$ cat src/hdl/text_record_utf8_checker_unit_defines.svh
// ----------------------------------------------------------------------------
// Assertion macros for the text record checker
// Concurrent assertion wrappers that can be compiled out as a group.
// ----------------------------------------------------------------------------
`ifndef TEXT_RECORD_UTF8_CHECKER_UNIT_DEFINES_SVH
`define TEXT_RECORD_UTF8_CHECKER_UNIT_DEFINES_SVH

`ifndef NO_ASSERTIONS

`define TRU8_ASSERT_SAME(label, clk, rst_n, ante, cons) \
    label: assert property (@(posedge clk) disable iff (!rst_n) (ante) |-> (cons)) \
        else $error("text record checker assertion failed");

`define TRU8_ASSERT_NEXT(label, clk, rst_n, ante, cons) \
    label: assert property (@(posedge clk) disable iff (!rst_n) (ante) |=> (cons)) \
        else $error("text record checker assertion failed");

`else

`define TRU8_ASSERT_SAME(label, clk, rst_n, ante, cons)

`define TRU8_ASSERT_NEXT(label, clk, rst_n, ante, cons)

`endif

`endif

$ cat src/hdl/tru8_pkg.sv
// ----------------------------------------------------------------------------
// Text record checker package
// Codes, widths, reset values and the UTF-8 decode step function.
// ----------------------------------------------------------------------------
package tru8_pkg;

    localparam int unsigned POS_W       = 17;
    localparam int unsigned CFG_INDEX_W = 2;
    localparam int unsigned CFG_DATA_W  = 17;

    localparam logic [POS_W-1:0] POS_MAX = {POS_W{1'b1}};

    localparam logic [7:0]  NAME_LIMIT_RESET  = 8'd64;
    localparam logic [15:0] BODY_LIMIT_RESET  = 16'd4096;
    localparam logic [8:0]  NAME_BUF_RESET    = 9'd256;
    localparam logic [16:0] BODY_BUF_RESET    = 17'd65536;

    localparam logic [7:0] VERSION_BYTE = 8'h01;

    typedef enum logic [CFG_INDEX_W-1:0] {
        REG_NAME_LIMIT = 2'd0,
        REG_BODY_LIMIT = 2'd1,
        REG_NAME_BUF   = 2'd2,
        REG_BODY_BUF   = 2'd3
    } cfg_index_t;

    typedef enum logic [1:0] {
        SEC_HEADER = 2'd0,
        SEC_NAME   = 2'd1,
        SEC_BODY   = 2'd2,
        SEC_BEYOND = 2'd3
    } section_t;

    typedef enum logic [3:0] {
        ERR_NONE      = 4'd0,
        ERR_SHORT     = 4'd1,
        ERR_VERSION   = 4'd2,
        ERR_NAME_LEN  = 4'd3,
        ERR_BODY_LEN  = 4'd4,
        ERR_MISMATCH  = 4'd5,
        ERR_CAPACITY  = 4'd6,
        ERR_NAME_TEXT = 4'd7,
        ERR_BODY_TEXT = 4'd8
    } err_t;

    typedef enum logic [2:0] {
        CLS_80_BF = 3'd0,
        CLS_A0_BF = 3'd1,
        CLS_80_9F = 3'd2,
        CLS_90_BF = 3'd3,
        CLS_80_8F = 3'd4
    } cls_t;

    typedef struct packed {
        logic       bad;
        logic [1:0] pend;
        cls_t       cls;
    } text_step_t;

    function automatic logic in_class(input logic [7:0] b, input cls_t cls);
        logic hit;
        case (cls)
            CLS_A0_BF: hit = (b >= 8'ha0) && (b <= 8'hbf);
            CLS_80_9F: hit = (b >= 8'h80) && (b <= 8'h9f);
            CLS_90_BF: hit = (b >= 8'h90) && (b <= 8'hbf);
            CLS_80_8F: hit = (b >= 8'h80) && (b <= 8'h8f);
            default:   hit = (b >= 8'h80) && (b <= 8'hbf);
        endcase
        return hit;
    endfunction

    // One byte of strict UTF-8 decoding; bad is set when the byte breaks the text.
    function automatic text_step_t text_step(input logic [1:0] pend, input cls_t cls,
                                             input logic [7:0] b, input logic body);
        text_step_t r;
        logic       layout;
        r.bad  = 1'b0;
        r.pend = pend;
        r.cls  = cls;
        layout = body && ((b == 8'h09) || (b == 8'h0a) || (b == 8'h0d));
        if (pend != 2'd0) begin
            r.cls = CLS_80_BF;
            if (!in_class(b, cls)) begin
                r.pend = 2'd0;
                r.bad  = 1'b1;
            end else begin
                r.pend = pend - 2'd1;
            end
        end else if (b < 8'h80) begin
            r.bad = ((b < 8'h20) && !layout) || (b == 8'h7f);
        end else if ((b >= 8'hc2) && (b <= 8'hdf)) begin
            r.pend = 2'd1;
            r.cls  = CLS_80_BF;
        end else if ((b >= 8'he0) && (b <= 8'hef)) begin
            r.pend = 2'd2;
            r.cls  = (b == 8'he0) ? CLS_A0_BF : (b == 8'hed) ? CLS_80_9F : CLS_80_BF;
        end else if ((b >= 8'hf0) && (b <= 8'hf4)) begin
            r.pend = 2'd3;
            r.cls  = (b == 8'hf0) ? CLS_90_BF : (b == 8'hf4) ? CLS_80_8F : CLS_80_BF;
        end else begin
            r.bad = 1'b1;
        end
        return r;
    endfunction

endpackage

$ cat src/hdl/tru8_in_if.sv
// ----------------------------------------------------------------------------
// Record byte channel
// Valid/ready channel carrying one record byte and its last-byte flag.
// ----------------------------------------------------------------------------
interface tru8_in_if;
    logic       valid;
    logic       ready;
    logic [7:0] data_byte;
    logic       last_byte;

    modport source (output valid, output data_byte, output last_byte, input ready);
    modport sink   (input valid, input data_byte, input last_byte, output ready);
endinterface

$ cat src/hdl/tru8_out_if.sv
// ----------------------------------------------------------------------------
// Result channel
// Valid/ready channel carrying the echoed byte, its section and the verdict.
// ----------------------------------------------------------------------------
interface tru8_out_if;
    logic        valid;
    logic        ready;
    logic [7:0]  out_byte;
    logic [1:0]  section;
    logic        done_res;
    logic        record_ok;
    logic [3:0]  error_code;
    logic [7:0]  name_bytes;
    logic [15:0] body_bytes;

    modport source (output valid, output out_byte, output section, output done_res,
                    output record_ok, output error_code, output name_bytes,
                    output body_bytes, input ready);
    modport sink   (input valid, input out_byte, input section, input done_res,
                    input record_ok, input error_code, input name_bytes,
                    input body_bytes, output ready);
endinterface

$ cat src/hdl/tru8_cfg_if.sv
// ----------------------------------------------------------------------------
// Configuration write channel
// Valid/ready channel carrying a register index and write data.
// ----------------------------------------------------------------------------
interface tru8_cfg_if;
    import tru8_pkg::*;

    logic                  valid;
    logic                  ready;
    logic [CFG_INDEX_W-1:0] reg_index;
    logic [CFG_DATA_W-1:0]  wr_data;

    modport source (output valid, output reg_index, output wr_data, input ready);
    modport sink   (input valid, input reg_index, input wr_data, output ready);
endinterface

$ cat src/hdl/text_record_utf8_checker_unit.sv
// ----------------------------------------------------------------------------
// Text record UTF-8 checker
// Streams a stored record byte by byte, tags each byte with its section and
// gives the record verdict with the highest-priority error on the last byte.
// ----------------------------------------------------------------------------
//
//  Channel   Role   Carries
//  -------   ----   ---------------------------------------------------------
//  cfg       sink   reg_index, wr_data (limits and buffer sizes)
//  record    sink   data_byte, last_byte
//  verdict   source out_byte, section, done_res, record_ok, error_code,
//                   name_bytes, body_bytes
//
// Each item passes through the input register and then the result register,
// and one item is taken every cycle while the result side does not stall.
// The per-record state is updated as an item moves into the result register.
// A result stall holds the result and a full input register, dropping ready.
// Reset clears the record state and loads the default limits.
//
`include "text_record_utf8_checker_unit_defines.svh"

module text_record_utf8_checker_unit (
    input  logic      clk,
    input  logic      rst_n,
    tru8_cfg_if.sink  cfg,
    tru8_in_if.sink   record,
    tru8_out_if.source verdict
);
    import tru8_pkg::*;

    logic [7:0]       name_limit_reg;
    logic [15:0]      body_limit_reg;
    logic [8:0]       name_buf_reg;
    logic [16:0]      body_buf_reg;

    logic             in_valid_reg;
    logic [7:0]       in_byte_reg;
    logic             in_last_reg;

    logic [POS_W-1:0] pos_reg, pos_next;
    logic [7:0]       name_len_reg, name_len_next;
    logic [15:0]      body_len_reg, body_len_next;
    err_t             first_err_reg, first_err_next;
    logic [1:0]       pend_reg, pend_next;
    cls_t             cls_reg, cls_next;
    logic             name_bad_reg, name_bad_next;
    logic             body_bad_reg, body_bad_next;

    logic             out_valid_reg;
    logic [7:0]       out_byte_reg;
    section_t         section_reg, section_next;
    logic             done_reg;
    logic             ok_reg, ok_next;
    err_t             err_reg, err_next;
    logic [7:0]       out_name_reg;
    logic [15:0]      out_body_reg;

    logic             adv;
    logic [POS_W-1:0] name_end;
    logic [POS_W-1:0] body_end;
    logic [POS_W:0]   total;
    logic [POS_W:0]   expected;
    text_step_t       ts;

    assign adv          = in_valid_reg && (!out_valid_reg || verdict.ready);
    assign record.ready = !in_valid_reg || adv;
    assign cfg.ready    = 1'b1;

    assign name_end = POS_W'(4) + POS_W'(name_len_reg);
    assign body_end = name_end + POS_W'(body_len_reg);

    always_comb
    begin
        pos_next       = pos_reg;
        name_len_next  = name_len_reg;
        body_len_next  = body_len_reg;
        first_err_next = first_err_reg;
        pend_next      = pend_reg;
        cls_next       = cls_reg;
        name_bad_next  = name_bad_reg;
        body_bad_next  = body_bad_reg;
        section_next   = SEC_BEYOND;
        ok_next        = 1'b0;
        err_next       = ERR_NONE;
        ts             = text_step(pend_reg, cls_reg, in_byte_reg,
                                   pos_reg >= name_end);
        total          = {1'b0, pos_reg} + (POS_W+1)'(1);
        expected       = '0;

        if (pos_reg < POS_W'(4)) begin
            section_next = SEC_HEADER;
            if ((pos_reg == POS_W'(0)) && (in_byte_reg != VERSION_BYTE)) begin
                first_err_next = ERR_VERSION;
            end
            if (pos_reg == POS_W'(1)) begin
                name_len_next = in_byte_reg;
            end
            if (pos_reg == POS_W'(2)) begin
                body_len_next = {8'h00, in_byte_reg};
            end
            if (pos_reg == POS_W'(3)) begin
                body_len_next = {in_byte_reg, body_len_reg[7:0]};
            end
            pend_next = 2'd0;
            cls_next  = CLS_80_BF;
        end else if (pos_reg < name_end) begin
            section_next = SEC_NAME;
            pend_next    = ts.pend;
            cls_next     = ts.cls;
            if (ts.bad) begin
                name_bad_next = 1'b1;
            end
            if ((pos_reg + POS_W'(1) == name_end) && (ts.pend != 2'd0)) begin
                name_bad_next = 1'b1;
                pend_next     = 2'd0;
                cls_next      = CLS_80_BF;
            end
        end else if (pos_reg < body_end) begin
            section_next = SEC_BODY;
            pend_next    = ts.pend;
            cls_next     = ts.cls;
            if (ts.bad) begin
                body_bad_next = 1'b1;
            end
            if ((pos_reg + POS_W'(1) == body_end) && (ts.pend != 2'd0)) begin
                body_bad_next = 1'b1;
                pend_next     = 2'd0;
                cls_next      = CLS_80_BF;
            end
        end

        expected = (POS_W+1)'(4) + (POS_W+1)'(name_len_next) + (POS_W+1)'(body_len_next);

        if (in_last_reg) begin
            if (total < (POS_W+1)'(4)) begin
                err_next = ERR_SHORT;
            end else if (first_err_next != ERR_NONE) begin
                err_next = first_err_next;
            end else if ((name_len_next == 8'd0) || (name_len_next > name_limit_reg)) begin
                err_next = ERR_NAME_LEN;
            end else if ((body_len_next == 16'd0) || (body_len_next > body_limit_reg)) begin
                err_next = ERR_BODY_LEN;
            end else if (total != expected) begin
                err_next = ERR_MISMATCH;
            end else if ((name_buf_reg <= {1'b0, name_len_next})
                         || (body_buf_reg <= {1'b0, body_len_next})) begin
                err_next = ERR_CAPACITY;
            end else if (name_bad_next) begin
                err_next = ERR_NAME_TEXT;
            end else if (body_bad_next) begin
                err_next = ERR_BODY_TEXT;
            end
            ok_next = (err_next == ERR_NONE);
        end

        if (in_last_reg) begin
            pos_next       = '0;
        end else if (pos_reg != POS_MAX) begin
            pos_next       = pos_reg + POS_W'(1);
        end
    end

    always_ff @(posedge clk or negedge rst_n)
    begin
        if (!rst_n) begin
            name_limit_reg <= NAME_LIMIT_RESET;
            body_limit_reg <= BODY_LIMIT_RESET;
            name_buf_reg   <= NAME_BUF_RESET;
            body_buf_reg   <= BODY_BUF_RESET;
        end else if (cfg.valid) begin
            case (cfg_index_t'(cfg.reg_index))
                REG_NAME_LIMIT: name_limit_reg <= cfg.wr_data[7:0];
                REG_BODY_LIMIT: body_limit_reg <= cfg.wr_data[15:0];
                REG_NAME_BUF:   name_buf_reg   <= cfg.wr_data[8:0];
                REG_BODY_BUF:   body_buf_reg   <= cfg.wr_data[16:0];
                default:        name_limit_reg <= name_limit_reg;
            endcase
        end
    end

    always_ff @(posedge clk or negedge rst_n)
    begin
        if (!rst_n) begin
            in_valid_reg  <= 1'b0;
            out_valid_reg <= 1'b0;
            pos_reg       <= '0;
            name_len_reg  <= '0;
            body_len_reg  <= '0;
            first_err_reg <= ERR_NONE;
            pend_reg      <= 2'd0;
            cls_reg       <= CLS_80_BF;
            name_bad_reg  <= 1'b0;
            body_bad_reg  <= 1'b0;
        end else begin
            if (record.ready) begin
                in_valid_reg <= record.valid;
            end
            if (adv) begin
                out_valid_reg <= 1'b1;
            end else if (verdict.ready) begin
                out_valid_reg <= 1'b0;
            end
            if (adv) begin
                if (in_last_reg) begin
                    pos_reg       <= '0;
                    name_len_reg  <= '0;
                    body_len_reg  <= '0;
                    first_err_reg <= ERR_NONE;
                    pend_reg      <= 2'd0;
                    cls_reg       <= CLS_80_BF;
                    name_bad_reg  <= 1'b0;
                    body_bad_reg  <= 1'b0;
                end else begin
                    pos_reg       <= pos_next;
                    name_len_reg  <= name_len_next;
                    body_len_reg  <= body_len_next;
                    first_err_reg <= first_err_next;
                    pend_reg      <= pend_next;
                    cls_reg       <= cls_next;
                    name_bad_reg  <= name_bad_next;
                    body_bad_reg  <= body_bad_next;
                end
            end
        end
    end

    always_ff @(posedge clk)
    begin
        if (record.ready && record.valid) begin
            in_byte_reg <= record.data_byte;
            in_last_reg <= record.last_byte;
        end
        if (adv) begin
            out_byte_reg <= in_byte_reg;
            section_reg  <= section_next;
            done_reg     <= in_last_reg;
            ok_reg       <= ok_next;
            err_reg      <= err_next;
            out_name_reg <= name_len_next;
            out_body_reg <= body_len_next;
        end
    end

    assign verdict.valid      = out_valid_reg;
    assign verdict.out_byte   = out_byte_reg;
    assign verdict.section    = section_reg;
    assign verdict.done_res   = done_reg;
    assign verdict.record_ok  = ok_reg;
    assign verdict.error_code = err_reg;
    assign verdict.name_bytes = out_name_reg;
    assign verdict.body_bytes = out_body_reg;

    `TRU8_ASSERT_SAME(a_verdict_only_on_last, clk, rst_n,
        out_valid_reg && !done_reg, (err_reg == ERR_NONE) && !ok_reg)
    `TRU8_ASSERT_SAME(a_ok_means_no_error, clk, rst_n,
        out_valid_reg && ok_reg, (err_reg == ERR_NONE) && done_reg)
    `TRU8_ASSERT_NEXT(a_record_clears, clk, rst_n,
        adv && in_last_reg, (pos_reg == '0) && !name_bad_reg && !body_bad_reg)
    `TRU8_ASSERT_SAME(a_no_stall_when_empty, clk, rst_n,
        in_valid_reg && !out_valid_reg, adv)

endmodule
$ cat src/flat_wrapper.sv
// flat-port wrapper written by rule: the top's interface ports become plain ports
module text_record_utf8_checker_unit_flat import tru8_pkg::*;
  (clk, rst_n, cfg_valid, cfg_reg_index, cfg_wr_data, cfg_ready, record_valid, record_data_byte, record_last_byte, record_ready, verdict_valid, verdict_out_byte, verdict_section, verdict_done_res, verdict_record_ok, verdict_error_code, verdict_name_bytes, verdict_body_bytes, verdict_ready);
  tru8_cfg_if cfg_i ();
  tru8_in_if record_i ();
  tru8_out_if verdict_i ();
  input  logic clk;
  input  logic rst_n;
  input wire logic [$bits(cfg_i.valid)-1:0] cfg_valid;
  input wire logic [$bits(cfg_i.reg_index)-1:0] cfg_reg_index;
  input wire logic [$bits(cfg_i.wr_data)-1:0] cfg_wr_data;
  output wire logic [$bits(cfg_i.ready)-1:0] cfg_ready;
  input wire logic [$bits(record_i.valid)-1:0] record_valid;
  input wire logic [$bits(record_i.data_byte)-1:0] record_data_byte;
  input wire logic [$bits(record_i.last_byte)-1:0] record_last_byte;
  output wire logic [$bits(record_i.ready)-1:0] record_ready;
  output wire logic [$bits(verdict_i.valid)-1:0] verdict_valid;
  output wire logic [$bits(verdict_i.out_byte)-1:0] verdict_out_byte;
  output wire logic [$bits(verdict_i.section)-1:0] verdict_section;
  output wire logic [$bits(verdict_i.done_res)-1:0] verdict_done_res;
  output wire logic [$bits(verdict_i.record_ok)-1:0] verdict_record_ok;
  output wire logic [$bits(verdict_i.error_code)-1:0] verdict_error_code;
  output wire logic [$bits(verdict_i.name_bytes)-1:0] verdict_name_bytes;
  output wire logic [$bits(verdict_i.body_bytes)-1:0] verdict_body_bytes;
  input wire logic [$bits(verdict_i.ready)-1:0] verdict_ready;
  assign cfg_i.valid = cfg_valid;
  assign cfg_i.reg_index = cfg_reg_index;
  assign cfg_i.wr_data = cfg_wr_data;
  assign cfg_ready = cfg_i.ready;
  assign record_i.valid = record_valid;
  assign record_i.data_byte = record_data_byte;
  assign record_i.last_byte = record_last_byte;
  assign record_ready = record_i.ready;
  assign verdict_valid = verdict_i.valid;
  assign verdict_out_byte = verdict_i.out_byte;
  assign verdict_section = verdict_i.section;
  assign verdict_done_res = verdict_i.done_res;
  assign verdict_record_ok = verdict_i.record_ok;
  assign verdict_error_code = verdict_i.error_code;
  assign verdict_name_bytes = verdict_i.name_bytes;
  assign verdict_body_bytes = verdict_i.body_bytes;
  assign verdict_i.ready = verdict_ready;
  text_record_utf8_checker_unit u_core (.clk(clk), .rst_n(rst_n), .cfg(cfg_i), .record(record_i), .verdict(verdict_i));
endmodule
$ cat config.mk
export PLATFORM = sky130hd
export DESIGN_NAME = text_record_utf8_checker_unit_flat
export DESIGN_NICKNAME = d
export VERILOG_FILES = /design/src/hdl/tru8_pkg.sv /design/src/hdl/tru8_in_if.sv /design/src/hdl/tru8_out_if.sv /design/src/hdl/tru8_cfg_if.sv /design/src/hdl/text_record_utf8_checker_unit.sv /design/src/flat_wrapper.sv
export VERILOG_INCLUDE_DIRS = /design/src /design/src/hdl
export SDC_FILE = /design/constraint.sdc
export NUM_CORES = 1
export LEC_CHECK = 0
export BUFFER_PORTS_ARGS = -buffer_cell sky130_fd_sc_hd__buf_4
export CELL_PAD_IN_SITES_DETAIL_PLACEMENT = 1
export CELL_PAD_IN_SITES_GLOBAL_PLACEMENT = 1
export CORE_ASPECT_RATIO = 0.75
export CORE_UTILIZATION = 33
export CTS_CLUSTER_DIAMETER = 40
export CTS_CLUSTER_SIZE = 28
export DETAILED_ROUTE_END_ITERATION = 16
export PLACE_DENSITY_LB_ADDON = 0.1
export SETUP_SLACK_MARGIN = 0.4
export SYNTH_ARGS = -nofsm -noshare
export SYNTH_HDL_FRONTEND = slang
export SYNTH_SLANG_ARGS = --single-unit
$ cat constraint.sdc
create_clock -name clk -period 4.3 [get_ports clk]
set_input_delay 0.215 -clock clk [delete_from_list [all_inputs] [get_ports clk]]
set_output_delay 0.215 -clock clk [all_outputs]
set_load 0.01 [all_outputs]
==> flow_summary.json, run 1 <==
{
  "pin_count": 76,
  "power.share.clock": 0.236,
  "skew_ns": 0.01205,
  "finalMaxSlewViolations": 0,
  "max_stage_delay_ns": 0.41,
  "worstSetupPathType": "reg2reg",
  "antenna_found_initial": 1,
  "seqPwrFrac": 0.278,
  "async_reset_ff_frac": 0.6797,
  "p_leak_nw": 7.132,
  "finalHoldViolCount": 0,
  "cts-root-buf": "clkbuf_16",
  "finalSetupViolations": 8,
  "grt_max_degree": 59,
  "core_um2": 33530,
  "ys_types": 90,
  "drt_iter0_drc": 708,
  "intPower_mw": 4.054,
  "clkSinkCount": 153,
  "violations": "negative setup slack",
  "gp_congestion": 0.8993,
  "num-nets-final": 1661,
  "clk_latency_ns": 0.46,
  "layout_common_cells": "330 x buf_4, 96 x dfrtp_1, 85 x nand2_1, 82 x ha_1, 79 x inv_1",
  "die_h_um": 162.0,
  "routed_wl_mm": 46.44,
  "timing.final.crit_share": 1.045,
  "synth_top_area_share": 0.2221,
  "rsz0062_at_grt": "true",
  "min_path_type": "in2reg",
  "netlist_instances": 1193,
  "setup_tns_ns": -1.128,
  "period_minus_slack_ns": 4.494,
  "cts_tree": "yes",
  "syn_nets": 1325,
  "initial_core_util": 0.3360,
  "yosysWarningCount": 0,
  "maxSlewHeadroom": 0.3010,
  "worstPathRequired_ns": 4.52,
  "synth_area_leader_cell": "dfrtp_1",
  "final_area_um2": 16030,
  "pwr-share-comb": 0.486,
  "syn-cell-area_um2": 11260,
  "dp_cells": 1916,
  "instances_no_fill": 1993,
  "path_cells": "nor4_4, buf_4, nand4_1, nor3_2, buf_4, a21oi_4, inv_2, buf_6, nand3_4, nor3_4, xnor2_2, ha_2, a21o_1, a21oi_2, and2_4, a41oi_4, nand2_2, mux2i_4, nand4_1, buf_6, nor4_4, o22ai_1, and2_1",
  "final_core_utilization": 0.4781,
  "drv_cap": 0,
  "fp.dieW_um": 215.3,
  "first_pass_iters": 5,
  "swShare": 0.3919,
  "end_kind": "flip-flop",
  "drive_gt1_frac": 0.3839,
  "worst_slack_ns": -0.1939,
  "dp_hpwl_mm": 36.16,
  "vias": 10790,
  "ys_seq_area_frac": 0.3621,
  "die_area_um2": 34890,
  "startpoint_type": "flip-flop",
  "clk_pin_slew_ns": 0.07,
  "routed_via_density": 5.412,
  "synthFlopType": "dfrtp_1",
  "slowest_stage": "dfrtp_1",
  "portBuffers": 74,
  "status": "finished, violations left",
  "powerDensity_nw_per_um2": 416.0,
  "grt-ovfl-total": 0,
  "grt_pass1_wl_mm": 70.42,
  "p_switching_mw": 2.613,
  "synth-seq-cells": 153,
  "synth-edff-count": 49,
  "wl_per_cell_um": 23.30,
  "rows": 58,
  "track_usage": 0.2714,
  "cts_buffer_depth": 2,
  "cp_data_arrival_time_ns": 4.71,
  "layout_commonest_cell": "buf_4",
  "drc": 0,
  "post_dp_cell_area_um2": 14240,
  "peakVddDrop_mv": 0.2745,
  "fmax_mhz": 222.5,
  "worstPathMaxFanout": 3,
  "cts_max_level": 4,
  "synthTopCellsByArea": "dfrtp_1 22%, edfxtp_1 13%, ha_1 11%, mux2_2 4.6%, xnor2_1 4.2%",
  "antenna_left": 0,
  "grt_pass1_vias": 11180,
  "cts_made_buffers": 17,
  "syn2layout_area_growth_pct": 42.30,
  "tightest_slew_ns": 1.045,
  "syn_area_per_cell_um2": 9.442
}
final timing paths:
kind | from | to | slack, ns | cells past startpoint
max | u_core.pos_reg[4] | u_core.verdict.error_code[2] | -0.19 | 23
min | cfg_wr_data[1] | u_core.name_limit_reg[1] | 0.03 | 3
max reg2reg | u_core.pos_reg[4] | u_core.verdict.error_code[2] | -0.19 | 23
min reg2reg | u_core.in_valid_reg | u_core.verdict.valid | 0.50 | 1
max in group asynchronous | rst_n | u_core.name_buf_reg[8] | 3.11 | 3
min in group asynchronous | rst_n | u_core.verdict.valid | 0.34 | 2
cells in the mapped netlist, drive strengths merged (18+ instances only):
cell    count
edfxtp     49
xor2       30
a21oi      46
dfrtp     100
mux2i      19
nand4      30
a21o       22
mux2       46
nand2      91
nor3       41
inv        89
o21ai      83
buf        18
nor2       68
ha         97
nor2b      18
xnor2      55
nand3      43
clkbuf     31
what timing repair did:
action / 4_1_cts / 5_1_grt
resized for setup: 104 / 63
cloned: 1 / 0
pin swaps: 42 / 36
hold buffers: 19 / 0
buffers inserted: 20 / 4
hold endpoints to repair: 68 / 0
endpoints found under the setup margin: 11 / 12
metal layers:
layer | GRT usage | up-vias | wire, um
met2 | 0.4098 | 247 | 20450
met3 | 0.05637 | 62 | 2528
met5 | 0 | - | 0
li1 | - | 5047 | -
met4 | 0.08865 | 0 | 1138
met1 | 0.3848 | 5431 | 22320
layout make-up:
type | instances | area (um2)
antenna | 1 | 2.502
clock buffer | 19 | 452.9
clock inverter | 13 | 128.9
fill | 3819 | 17500
inverter | 89 | 334.1
multi-input combinational | 903 | 7591
sequential | 153 | 4084
tap | 450 | 563.0
timing repair buffer | 365 | 2873
power by group through the flow:
stage	Combinational [mW]	Sequential [mW]	Clock, mW
2_1_floorplan	1.54	1.86	0
3_3_place_gp	2.73	1.87	0
3_5_place_dp	2.79	1.88	0
4_1_cts	3.08	1.85	1.59
5_1_grt	3.51	1.88	1.65
6_report	3.24	1.85	1.57
cells by family after synthesis:
| group | count (synthesis) | share of synthesized area |
|---|---|---|
| AND/OR/NAND/NOR | 370 | 0.1739 |
| AO/OA/AOI/OAI | 278 | 0.1651 |
| flip-flops | 153 | 0.3621 |
| buffers and inverters | 138 | 0.05065 |
| adder cells (fa/ha/maj) | 101 | 0.1131 |
| XOR/XNOR | 87 | 0.07086 |
| multiplexers | 65 | 0.06398 |
| other | 1 | 0.0003329 |
worst max-delay path, delay by kind of cell, from the launching register on:
| kind | cells | cell delay (ns) |
|---|---|---|
| AO/OA/AOI/OAI | 5 | 0.58 |
| XOR/XNOR | 1 | 0.19 |
| adder cells (fa/ha/maj) | 1 | 0.35 |
| buffers and inverters | 5 | 0.73 |
| flip-flops | 1 | 0.41 |
| multiplexers | 1 | 0.25 |
| AND/OR/NAND/NOR | 10 | 1.71 |
through the flow:
step / worst slack, ns / hold slack (ns) / power [mW]
floorplan: 0.04920 / -0.08059 / 3.403
global placement: -0.2822 / 0.2991 / 4.601
detailed placement: -0.4065 / 0.3059 / 4.669
CTS: -0.1959 / 0.01960 / 6.524
global route: -0.4223 / 0.03766 / 7.026
finish: -0.1939 / 0.02653 / 6.668
Power figures use the tool's default switching activity.
==> run 2: changes to the inputs <==
--- a/config.mk
+++ b/config.mk
@@ -10,7 +10,7 @@
 export CELL_PAD_IN_SITES_DETAIL_PLACEMENT = 1
 export CELL_PAD_IN_SITES_GLOBAL_PLACEMENT = 1
 export CORE_ASPECT_RATIO = 0.75
-export CORE_UTILIZATION = 33
+export CORE_UTILIZATION = 44
 export CTS_CLUSTER_DIAMETER = 40
 export CTS_CLUSTER_SIZE = 28
 export DETAILED_ROUTE_END_ITERATION = 16
==> flow_summary.json, run 2 (same netlist as run 1, synthesis figures left out) <==
{
  "track_usage": 0.3538,
  "die_area_um2": 26250,
  "drt_iter0_drc": 859,
  "hold_depth": 2,
  "cts_made_buffers": 17,
  "dp_hpwl_mm": 34.71,
  "worstPathMaxFanout": 5,
  "status": "finished, violations left",
  "finalMaxSlewViolations": 0,
  "timing.final.crit_share": 1.092,
  "tightest_slew_ns": 1.030,
  "grt_pass1_wl_mm": 69.39,
  "maxSlewHeadroom": 0.3118,
  "dp_cells": 1785,
  "clk_pin_slew_ns": 0.07,
  "cts-root-buf": "clkbuf_16",
  "num-nets-final": 1627,
  "end_kind": "flip-flop",
  "worst_slack_ns": -0.3955,
  "vias": 11030,
  "worstHoldEndpoint": "u_core.body_buf_reg[15]",
  "regToRegEndpoint": "u_core.verdict.record_ok",
  "die_h_um": 140.6,
  "routed_via_density": 5.970,
  "antenna_found_initial": 1,
  "worstSetupPathType": "reg2reg",
  "cts_tree": "yes",
  "violations": "negative setup slack",
  "instances_no_fill": 1847,
  "fmax_mhz": 213.0,
  "routed_wl_mm": 46.21,
  "layout_common_cells": "316 x buf_4, 95 x dfrtp_1, 88 x nand2_1, 85 x ha_1, 80 x inv_1",
  "antenna_left": 0,
  "grt_max_degree": 69,
  "r2r_slack_ns": -0.40,
  "cts_buffer_depth": 2,
  "finalSetupViolations": 8,
  "drive_gt1_frac": 0.3568,
  "rsz0062_at_grt": "true",
  "fp.dieW_um": 186.8,
  "total_power_mw": 6.614,
  "drv_cap": 0,
  "startpoint_type": "flip-flop",
  "skew_ns": 0.01764,
  "min_from": "cfg_wr_data[15]",
  "worstPathRequired_ns": 4.57,
  "min_path_type": "in2reg",
  "core_um2": 25020,
  "cp_data_arrival_time_ns": 4.97,
  "wl_per_cell_um": 25.02,
  "pin_count": 76,
  "rows": 50,
  "peakVddDrop_mv": 0.3097,
  "powerDensity_nw_per_um2": 431.1,
  "initial_core_util": 0.4502,
  "r2r_cells": 21,
  "clk_latency_ns": 0.45,
  "grt_pass1_vias": 11560,
  "portBuffers": 74,
  "p_leak_nw": 6.896,
  "layout_commonest_cell": "buf_4",
  "finalHoldViolCount": 0,
  "grt-ovfl-total": 0,
  "r2r_start": "u_core.pos_reg[8]",
  "gp_congestion": 0.9670,
  "period_minus_slack_ns": 4.695,
  "syn2layout_area_growth_pct": 36.19,
  "first_pass_iters": 5,
  "clkSinkCount": 153,
  "drc": 0,
  "cts_max_level": 4
}
[run 2: cell count changes in the layout (fill, tap and decap cells not counted), sizes merged, moves of 2 or more]
cell,change
buf,-25
clkbuf,+2
clkinvlp,+3
dlygate4sd3,-8
inv,-5
[run 2: area by class of cell]
class | count | area [um2]
fill | 2815 | 9683
multi-input combinational | 902 | 7353
sequential | 153 | 4085
timing repair buffer | 332 | 2542
clock buffer | 21 | 461.7
tap | 338 | 422.9
inverter | 89 | 336.6
clock inverter | 11 | 136.4
antenna | 1 | 2.502
[run 2: routing by layer]
| layer | GRT usage | vias to the layer above | wire length [um] |
|---|---|---|---|
| li1 | - | 4981 | - |
| met5 | 0 | - | 0 |
| met1 | 0.4892 | 5565 | 20820 |
| met3 | 0.08720 | 75 | 3633 |
| met2 | 0.5452 | 405 | 20680 |
| met4 | 0.1091 | 0 | 1086 |
[run 2: report_power, final]
part / switching [mW] / internal [mW]
logic: 1.73 / 1.41
clock network: 0.693 / 0.899
registers: 0.158 / 1.71
[run 2: what timing repair did]
action,in CTS,in global routing
gates resized for setup,76,37
pin swaps,22,38
setup endpoints to repair,11,13
hold buffers,11,0
buffers inserted,7,11
hold endpoints to repair,76,0
[run 2: worst max path at each step]
stage	start	endpoint	slack [ns]	cells after the start
3_3_place_gp	u_core.pos_reg[16]	u_core.verdict.record_ok	-0.33	20
3_5_place_dp	u_core.pos_reg[16]	u_core.verdict.record_ok	-0.46	20
5_1_grt	u_core.pos_reg[8]	u_core.verdict.record_ok	-0.62	21
4_1_cts	u_core.pos_reg[16]	u_core.verdict.record_ok	-0.37	19
6_report	u_core.pos_reg[8]	u_core.verdict.record_ok	-0.40	21
2_1_floorplan	u_core.pos_reg[4]	u_core.verdict.record_ok	0.05	19
[run 2: per-stage QoR]
| stage | setup WS (ns) | hold WS (ns) | TNS [ns] | instance area, um2 | utilization |
|---|---|---|---|---|---|
| after floorplan | 0.04920 | -0.08059 | 0 | 11510 | - |
| after global placement | -0.3254 | 0.3935 | -1.513 | 13950 | 0.5574 |
| after detailed placement | -0.4565 | 0.3948 | -2.401 | 13950 | 0.5574 |
| after CTS | -0.3650 | 0.0009281 | -1.535 | 15060 | 0.6019 |
| after global routing | -0.6200 | 0.005266 | -4.092 | 15340 | 0.6130 |
| final | -0.3955 | 0.007957 | -2.093 | 15340 | 0.6131 |
[run 2: worst max-delay path, stage by stage (launching register included)]
cell,delay (ns)
dfrtp_1,0.42
nor4_4,0.30
buf_4,0.18
nand4_1,0.17
nor3_4,0.32
buf_6,0.15
a21oi_4,0.04
inv_4,0.10
ha_4,0.16
xnor2_1,0.14
ha_2,0.35
a21oi_2,0.18
nor2b_1,0.08
nor2_1,0.14
o21bai_1,0.13
or2_4,0.28
buf_4,0.14
a2111oi_4,0.31
nand3_2,0.19
o41ai_4,0.41
nand2_1,0.11
a211oi_2,0.23
==> run 3: changes to the inputs <==
--- a/config.mk
+++ b/config.mk
@@ -15,7 +15,7 @@
 export CTS_CLUSTER_SIZE = 28
 export DETAILED_ROUTE_END_ITERATION = 16
 export PLACE_DENSITY_LB_ADDON = 0.1
-export SETUP_SLACK_MARGIN = 0.4
 export SYNTH_ARGS = -nofsm -noshare
 export SYNTH_HDL_FRONTEND = slang
 export SYNTH_SLANG_ARGS = --single-unit
+export TNS_END_PERCENT = 10
==> flow_summary.json, run 3 (same netlist as run 1, synthesis figures left out) <==
{
  "status": "finished, violations left",
  "violations": "negative setup slack",
  "worstHoldEndpoint": "u_core.body_limit_reg[10]",
  "cts_max_level": 4,
  "finalSetupViolations": 8,
  "num-nets-final": 1642,
  "slowest_stage": "dfrtp_1",
  "maxSlewHeadroom": 0.1977,
  "initial_core_util": 0.4502,
  "syn2layout_area_growth_pct": 34.92,
  "fp.dieW_um": 186.8,
  "drive_gt1_frac": 0.3362,
  "gp_congestion": 0.9721,
  "cts-root-buf": "clkbuf_16",
  "vias": 11250,
  "grt_pass1_wl_mm": 69.67,
  "worstPathMaxFanout": 3,
  "r2r_start": "u_core.pos_reg[4]",
  "cts_buffer_depth": 2,
  "rows": 50,
  "pin_count": 76,
  "end_kind": "flip-flop",
  "min_path_type": "in2reg",
  "portBuffers": 74,
  "regToRegEndpoint": "u_core.verdict.record_ok",
  "antenna_left": 0,
  "min_from": "cfg_wr_data[10]",
  "path_cells": "nor4_4, and3_4, nand3_2, mux2i_1, inv_1, ha_1, a21o_1, buf_4, nor2_1, a311oi_2, o22ai_2, buf_4, a31oi_2, buf_4, xnor2_1, a2111oi_4, nand3_2, o41ai_4, nand2_1, a211oi_2",
  "finalHoldViolCount": 0,
  "tightest_slew_ns": 1.191,
  "antenna_found_initial": 0,
  "clk_pin_slew_ns": 0.07,
  "dp_hpwl_mm": 34.61,
  "final_area_um2": 15200,
  "n_antenna_cell": 0,
  "clkSinkCount": 153,
  "p_leak_nw": 6.954,
  "routed_wl_mm": 46.58,
  "cp_data_arrival_time_ns": 5.02,
  "dp_cells": 1793,
  "track_usage": 0.3533,
  "finalMaxSlewViolations": 0,
  "max_stage_delay_ns": 0.41,
  "cts_made_buffers": 17,
  "clk_latency_ns": 0.45,
  "fmax_mhz": 211.4,
  "wl_per_cell_um": 25.03,
  "cts_tree": "yes",
  "die_h_um": 140.6,
  "instances_no_fill": 1861,
  "worstSetupPathType": "reg2reg",
  "skew_ns": 0.01149,
  "die_area_um2": 26250,
  "r2r_cells": 20,
  "startpoint_type": "flip-flop",
  "hold_depth": 2,
  "layout_common_cells": "324 x buf_4, 98 x dfrtp_1, 91 x nand2_1, 89 x ha_1, 82 x inv_1",
  "first_pass_iters": 5,
  "peakVddDrop_mv": 0.3012,
  "layout_commonest_cell": "buf_4",
  "worstPathRequired_ns": 4.59,
  "fill_cells": 2823,
  "powerDensity_nw_per_um2": 429.3,
  "drv_cap": 0,
  "core_um2": 25020,
  "post_dp_cell_area_um2": 13850,
  "cp_common_cell": "buf_4",
  "grt_pass1_vias": 11420,
  "timing.final.crit_share": 1.100,
  "grt_max_degree": 68,
  "grt-ovfl-total": 0,
  "setup_tns_ns": -2.752,
  "period_minus_slack_ns": 4.730,
  "worst_slack_ns": -0.4305,
  "r2r_slack_ns": -0.43,
  "drc": 0,
  "routed_via_density": 6.045,
  "drt_iter0_drc": 948,
  "rsz0062_at_grt": "true"
}
## run 3: cell types whose count changed in the layout (fill, tap and decap cells not counted), moves of 4 or more
| cell | change |
|---|---|
| buf_4 | +8 |
| dlygate4sd3_1 | +7 |
| nor2_1 | +5 |
| nor3_2 | -5 |
| ha_1 | +4 |
| ha_4 | -4 |
| nor2_2 | -4 |
| nor3_1 | +4 |
## run 3: layout make-up
cell class	count	area [um2]	area share
multi-input combinational	902	7128	0.4690
sequential	153	4081	0.2685
timing repair buffer	347	2678	0.1762
clock buffer	23	490.5	0.03227
tap	338	422.9	0.02783
inverter	89	334.1	0.02198
clock inverter	9	63.81	0.004199
## run 3: timing repair
action	in CTS	in global routing
pin swaps	26	13
hold buffers	18	0
setup endpoints to repair	9	11
buffers inserted	11	7
gates resized for setup	65	28
endpoints found under the hold margin	82	0
## run 3: metal layers
metal / vias up / part of all wire / track usage
met5: - / 0 / 0
met4: 0 / 0.023 / 0.09922
met3: 86 / 0.073 / 0.07943
met2: 470 / 0.44 / 0.5359
met1: 5698 / 0.46 / 0.5033
li1: 4996 / - / -
## run 3: power breakdown
group	internal (mW)	switching, mW	total [mW]
registers	1.71	0.156	1.87
clock network	0.809	0.676	1.49
logic	1.44	1.73	3.17
total	3.96	2.57	6.53
## run 3: how the worst max path moves through the flow
stage | from | end | slack [ns]
after floorplan | u_core.pos_reg[4] | u_core.verdict.error_code[2] | -0.04
after global placement | u_core.pos_reg[11] | u_core.verdict.record_ok | -0.41
after detailed placement | u_core.pos_reg[4] | u_core.verdict.error_code[2] | -0.51
after CTS | u_core.pos_reg[8] | u_core.verdict.error_code[2] | -0.26
after global routing | u_core.pos_reg[0] | u_core.verdict.record_ok | -0.65
final | u_core.pos_reg[4] | u_core.verdict.record_ok | -0.43
## run 3: through the flow
step | hold WS (ns) | power [mW] | worst slack (ns) | util
finish | 0.009656 | 6.525 | -0.4305 | 0.6074
floorplan | -0.08059 | 3.339 | -0.03953 | -
CTS | 0.001238 | 6.313 | -0.2575 | 0.5994
global placement | 0.3946 | 4.466 | -0.4143 | 0.5534
detailed placement | 0.3944 | 4.583 | -0.5146 | 0.5534
global route | 0.002658 | 6.801 | -0.6533 | 0.6074
## run 3: critical path, delay by kind of cell, from the launching register on
family,cells,cell delay [ns]
xor+xnor,1,0.14
flops,1,0.41
buf+inv,4,0.60
compound gates,7,1.69
simple gates,6,1.13
fa+ha+maj,1,0.30
mux,1,0.28
